$ cat src/design/ogws_ram.sv
// ogws_ram: generic single-clock ram, one write and one read port, registered read
// no dependencies
`timescale 1ns / 1ps

module ogws_ram #(
   parameter int WIDTH = 8,
   parameter int DEPTH = 256
) (
   input  logic                     clock,
   input  logic                     wr_en,
   input  logic [$clog2(DEPTH)-1:0] wr_addr,
   input  logic [WIDTH-1:0]         wr_data,
   input  logic [$clog2(DEPTH)-1:0] rd_addr,
   output logic [WIDTH-1:0]         rd_data
);

   logic [WIDTH-1:0] mem [DEPTH];
   logic [WIDTH-1:0] rd_data_ff;

   // write port
   always_ff @(posedge clock) begin
      if (wr_en) begin
         mem[wr_addr] <= wr_data;
      end
   end

   // registered read port
   always_ff @(posedge clock) begin
      rd_data_ff <= mem[rd_addr];
   end

   assign rd_data = rd_data_ff;

endmodule

$ cat config.mk
export PLATFORM = sky130hd
export DESIGN_NAME = ogws_ram
export DESIGN_NICKNAME = d
export VERILOG_FILES = /design/src/design/ogws_ram.sv
export SDC_FILE = /design/constraint.sdc
export NUM_CORES = 2
export LEC_CHECK = 0
export BUFFER_PORTS_ARGS = -buffer_cell sky130_fd_sc_hd__buf_2
export CAP_MARGIN = 25
export CORE_ASPECT_RATIO = 0.5
export CORE_MARGIN = 2
export CORE_UTILIZATION = 45
export CTS_BUF_LIST = sky130_fd_sc_hd__clkbuf_16
export DETAILED_ROUTE_END_ITERATION = 12
export PLACE_DENSITY = 0.56
export SLEW_MARGIN = 10
export SYNTH_ARGS = -nofsm -noshare
export SYNTH_HDL_FRONTEND = slang
export SYNTH_SLANG_ARGS = --single-unit
$ cat constraint.sdc
create_clock -name clock -period 2.55 [get_ports clock]
set_input_delay 0 -clock clock [delete_from_list [all_inputs] [get_ports clock]]
set_output_delay 0 -clock clock [all_outputs]
set_load 0.01 [all_outputs]
# ---- After elaboration in Yosys (flattened, before gate mapping)
# Memories as Yosys holds them, arrays and structs flattened. A register that Yosys moved wholly into a read port is not among the register bits.
# Cells that the tools add are included.
# Widths: inputs -> output; s select.
dict set report word_totals {
  ff_bits 0
  romBits 0
  output_inout_bits 8
  wordCells 3
  latch_bits 0
  n_memories 1
  ramBits 2048
}
dict set report op_classes {
  n_eq_ne 0
  shifts 0
  addsub 0
  n_reduce_logical 0
  order_cmp 0
  n_bitwise 0
  n_div 0
  mul 0
  n_mux 2
}
# name words width rd rd_ports_with_merged_regs write_ports line_no
set mem_list {}
lappend mem_list {mem 256 8 1 1 1 17} ;# logic [WIDTH-1:0] mem [DEPTH];
# op n
set ops {}
lappend ops {{$mux 1} 2}

# ---- Logic depth before layout (Yosys ltp)
dict set report logic_depth {
  ltp_word 2
  depth_mapped 11
  ltp_nobuf 6
}

# ---- Least setup slack after synthesis
# Ideal clock, no wire load.
dict set report synth_timing {
  path_kind {input to register}
  start {input port rd_addr[0]}
  end {register rd_data_ff[2] (netlist: rd_data[2]) (read register of mem)}
  required_time_ps 2419
  setup_slack_ps 612
  stages 9
  arrival_ps 1807
  path_cell_list {buf_6 > buf_12 > buf_8 > buf_2 > mux4_2 > a22oi_1 > a21oi_1 > nor4_1 > nor4_2}
}
# element line_no
set synth_rtl {}
lappend synth_rtl {{start: declaration} 13} ;# input logic [$clog2(DEPTH)-1:0] rd_addr,
lappend synth_rtl {{end: declaration} 18} ;# logic [WIDTH-1:0] rd_data_ff;

==> flow_summary_export.csv <==
group,metric,value,unit
synth,synth-simple-area-share,2.628,%
worst_setup_path,worstSetupPathType,"reg -> reg",
sta,rsz0062_at_grt,"no",
detailed_routing,wire_per_inst,30.55,µm
pwr,vdd_drop_max,0.5164,mV
worst_setup_path,reg2reg_to,"rd_data[7]$_DFF_P_",
layout,area_growth,16.29,%
detailed_routing,drc,0,
worst_setup_path,required,3.20,ns
floorplan,num_io_pins,34,
grt,grt.total_usage,23.36,%
synth,yosysTopAreaCell,"edfxtp_1",
placed_design,numPortBuffers,33,
pwr,pwr_density_cell,726.3,nW/µm²
pwr,power.share.sequential,55.5,%
min_path,min_path_cells,4,
floorplan,rows,109,
sta,slew_headroom,32.70,%
detailed_routing,wl_met3,18.09,mm
pwr,p_sw,0.01450,W
synth,synthMuxAreaShare,14.62,%
worst_setup_path,reg2reg_from,"mem[83][7]$_DFFE_PP_",
sta,period_share,100.6,%
layout,post-route-util,52.50,%
sta,final_max_slew_viol_count,0,
worst_setup_path,arrival,3.22,ns
synth,synth_top_cell_area_share,77.30,%
detailed_routing,highest_layer,"met5",
grt,grt_first_pass_wirelength,299.5,mm
synth,yosys_warnings,0,
detailed_routing,via_per_inst,5.928,
clock_network,numCtsBuffers,186,
clock_network,clockRootBuffer,"clkbuf_16",
pwr,power,0.06720,W
pwr,p_leak,29.72,nW
clock_network,htreeDepth,4,
synth,synthesis.nets,3759,
sta,setup_viol,1,
grt,grt_pass1_vias,40220,
worst_setup_path,reg2reg_slack,-0.02,ns
worst_setup_path,setup.worst_path.start_class,"flop",
pwr,internal_power,0.05269,W
synth,synth_cells,3733,
grt,grt_max_degree,106,
clock_network,clock-sinks,2056,
synth,synthArstFlopShare,0,%
sta,period_needed,2.566,ns
min_path,hp-start,"wr_en",
sta,hold_viol,0,
synth,syn_area,79560,µm²
placed_design,place_inst,6519,
worst_setup_path,end_kind,"flop",
clock_network,clock_path_buffers,4,
synth,yosys-top-cells-area,"edfxtp_1, mux4_2, mux2i_1",
detailed_routing,drt_iter0_markers,4918,
synth,synth.avg_cell_area,21.31,µm²
floorplan,fp.dieW,598.6,µm
layout,nNetsFinal,4366,
synth,synth_seq_cells,2056,
detailed_routing,drt_pre_antenna_iters,5,
synth,synth-compound-area-share,3.419,%
pwr,clkPwrFrac,38.7,%
sta,fin_setup_tns,-0.01569,ns
sta,worst_pin_slew,1.010,ns
floorplan,core,176200,µm²
run_status,violations,"negative setup slack",
clock_network,clkTransAtPathRegs,0.06,ns
floorplan,die_h,301.3,µm
min_path,hold_class,"in -> reg",
worst_setup_path,cpLargestDelayFamily,"multiplexers",
synth,synth_edf_count,2048,
floorplan,start_util,45.15,%
detailed_routing,vias,40680,
worst_setup_path,crit_fanout,1,
worst_setup_path,cp-startpoint,"mem[83][7]$_DFFE_PP_",
detailed_routing,met1Wirelength,91.24,mm
min_path,min_to,"mem[132][7]$_DFFE_PP_",
floorplan,dieArea,180400,µm²
run_status,status,"finished with violations",
detailed_routing,dr_wl_met2,96.79,mm
placed_design,dpl.hpwl,135.5,mm
worst_setup_path,path_buf_inv,1,
synth,seq_area_frac_synth,77.50,%
flow_run,maxCapViolCount,0,
sta,setup_slack,-0.01569,ns
synth,synth_ff_type,"edfxtp_1",
detailed_routing,ant_nets,0,
sta,fin_worst_skew,0.03457,ns
grt,antenna_found_initial,13,
synth,synth_adder_area_share,0,%
clock_network,cts_tree,"done",
pwr,pwr-share-comb,5.8,%
synth,ys_types,55,
placed_design,gp_congestion,0.8390,
layout,drive_above_1_share,30.23,%
clock_network,cts_setup_buffers,0,
pwr,switching_share,21.58,%
synth,synthXorXnorAreaFrac,0,%
layout,fillers,13790,
worst_setup_path,r2r_cells,6,
worst_setup_path,path_cells,"mux4_2 > mux4_2 > nor2b_1 > nor4_1 > buf_4 > nor4_1",
clock_network,clk_latency,0.83,ns
detailed_routing,routed_wl,209.6,mm
grt,overflow,0,
worst_setup_path,critical-path-max-stage-delay,0.56,ns
synth,synth_top_family_by_area,"multiplexers",
layout,finalNonFillerCells,6862,
sta,fmax,0.3898,GHz
worst_setup_path,crit_path_top_delay_cell,"mux4_2",
power by group through the flow:
stage	combinational [W]	clock, W	sequential (W)
after CTS	0.00393	0.0265	0.0373
after detailed placement	0.00389	0	0.0380
final	0.00389	0.0260	0.0373
after floorplan	0.00181	0	0.0380
after global routing	0.00412	0.0278	0.0373
after global placement	0.00381	0	0.0380
per-layer routing:
layer,track usage (%),vias to the layer above
li1,-,16910
met1,35.30,21860
met2,35.77,1664
met3,4.623,241
met4,4.337,6
met5,0,-
cells by family after synthesis:
group / count (synthesis)
and+or+nand+nor: 466
muxes: 591
buffers and inverters: 235
DFF: 2056
AOI/OAI and AO/OA: 385
cell usage in the layout, fill, tap and decap left out, types with 5 or more instances in the layout:
cell / synthesis / layout
nand3_1: 34 / 34
buf_8: 13 / 10
o22ai_1: 28 / 28
clkinvlp_4: 0 / 6
and2_1: 6 / 6
a211oi_1: 16 / 16
nor2_1: 282 / 279
inv_1: 1 / 43
a22oi_1: 133 / 133
nor3_1: 22 / 19
clkinv_2: 0 / 27
clkinv_1: 1 / 48
clkbuf_16: 0 / 189
nand4_1: 10 / 10
buf_2: 31 / 22
o211ai_1: 10 / 10
nand2b_1: 8 / 8
nor4_2: 3 / 10
a21oi_1: 96 / 96
buf_12: 8 / 68
buf_4: 27 / 533
o221ai_1: 46 / 46
o21ai_0: 10 / 10
edfxtp_1: 2048 / 2048
mux2i_1: 134 / 134
nor4_1: 24 / 15
a221oi_1: 13 / 12
mux4_2: 454 / 454
nor2b_1: 31 / 28
nand2_1: 33 / 33
dfxtp_1: 8 / 8
o22a_1: 5 / 5
a22o_1: 8 / 8
bufinv_16: 0 / 6
dlygate4sd3_1: 0 / 18
worst max-delay path by stage:
stage / endpoint / slack (ns) / cells past startpoint
4_1_cts: rd_data[1]$_DFF_P_ / 0.0005 / 7
3_5_place_dp: rd_data[5]$_DFF_P_ / -0.63 / 10
5_1_grt: rd_data[3]$_DFF_P_ / 0.007 / 7
2_1_floorplan: rd_data[2]$_DFF_P_ / 0.61 / 9
6_report: rd_data[7]$_DFF_P_ / -0.02 / 6
3_3_place_gp: rd_data[6]$_DFF_P_ / -1.27 / 8
repair_timing:
item,4_1_cts,5_1_grt
resized for setup,5,3
pin swaps,0,1
gates cloned,0,0
endpoints found under the hold margin,2020,0
hold buffers,18,0
setup endpoints to repair,4,3
metrics by stage:
step	setup WS (ns)	area, µm²	hold WS [ns]
after global placement	-1.266	86710	0.3954
after floorplan	0.6121	79560	0.09887
final	-0.01569	92520	0.09901
after CTS	0.0004579	92480	0.04546
after detailed placement	-0.6287	86810	0.3985
after global routing	0.006805	92510	0.07031
synthesized netlist by cell type, types with 10 or more instances:
library cell / number
a211oi_1: 16
buf_6: 21
mux4_2: 454
a221oi_1: 13
o21ai_0: 10
a22oi_1: 133
clkbuf_1: 111
buf_8: 13
mux2i_1: 134
o221ai_1: 46
nand4_1: 10
edfxtp_1: 2048
buf_2: 31
buf_1: 22
nand3_1: 34
nor4_1: 24
o22ai_1: 28
a21oi_1: 96
o211ai_1: 10
nor3_1: 22
nor2_1: 282
nand2_1: 33
nor2b_1: 31
buf_4: 27
tightest hold or removal path, cell delays in order:
cell,delay (ns)
buf_2,0.22
nand3_1,0.17
buf_12,0.23
nor2_1,0.09
final cells by class:
| class | instances | area (µm²) | share of cell area (%) |
|---|---|---|---|
| diodes | 3 | 7.507 | 0.008115 |
| clock buffers | 189 | 4730 | 5.112 |
| clock inverters | 132 | 729.5 | 0.7885 |
| inverters | 2 | 7.507 | 0.008115 |
| multi-input cells | 1442 | 16590 | 17.93 |
| flip-flops and latches | 2056 | 61660 | 66.65 |
| well taps | 2386 | 2985 | 3.227 |
| repair buffers | 652 | 5808 | 6.278 |
registers in the layout, summed over array words and instances, names as in the netlist:
name / flops
mem: 2048
rd_data: 8
No activity file was read; power rests on OpenSTA's default activity.
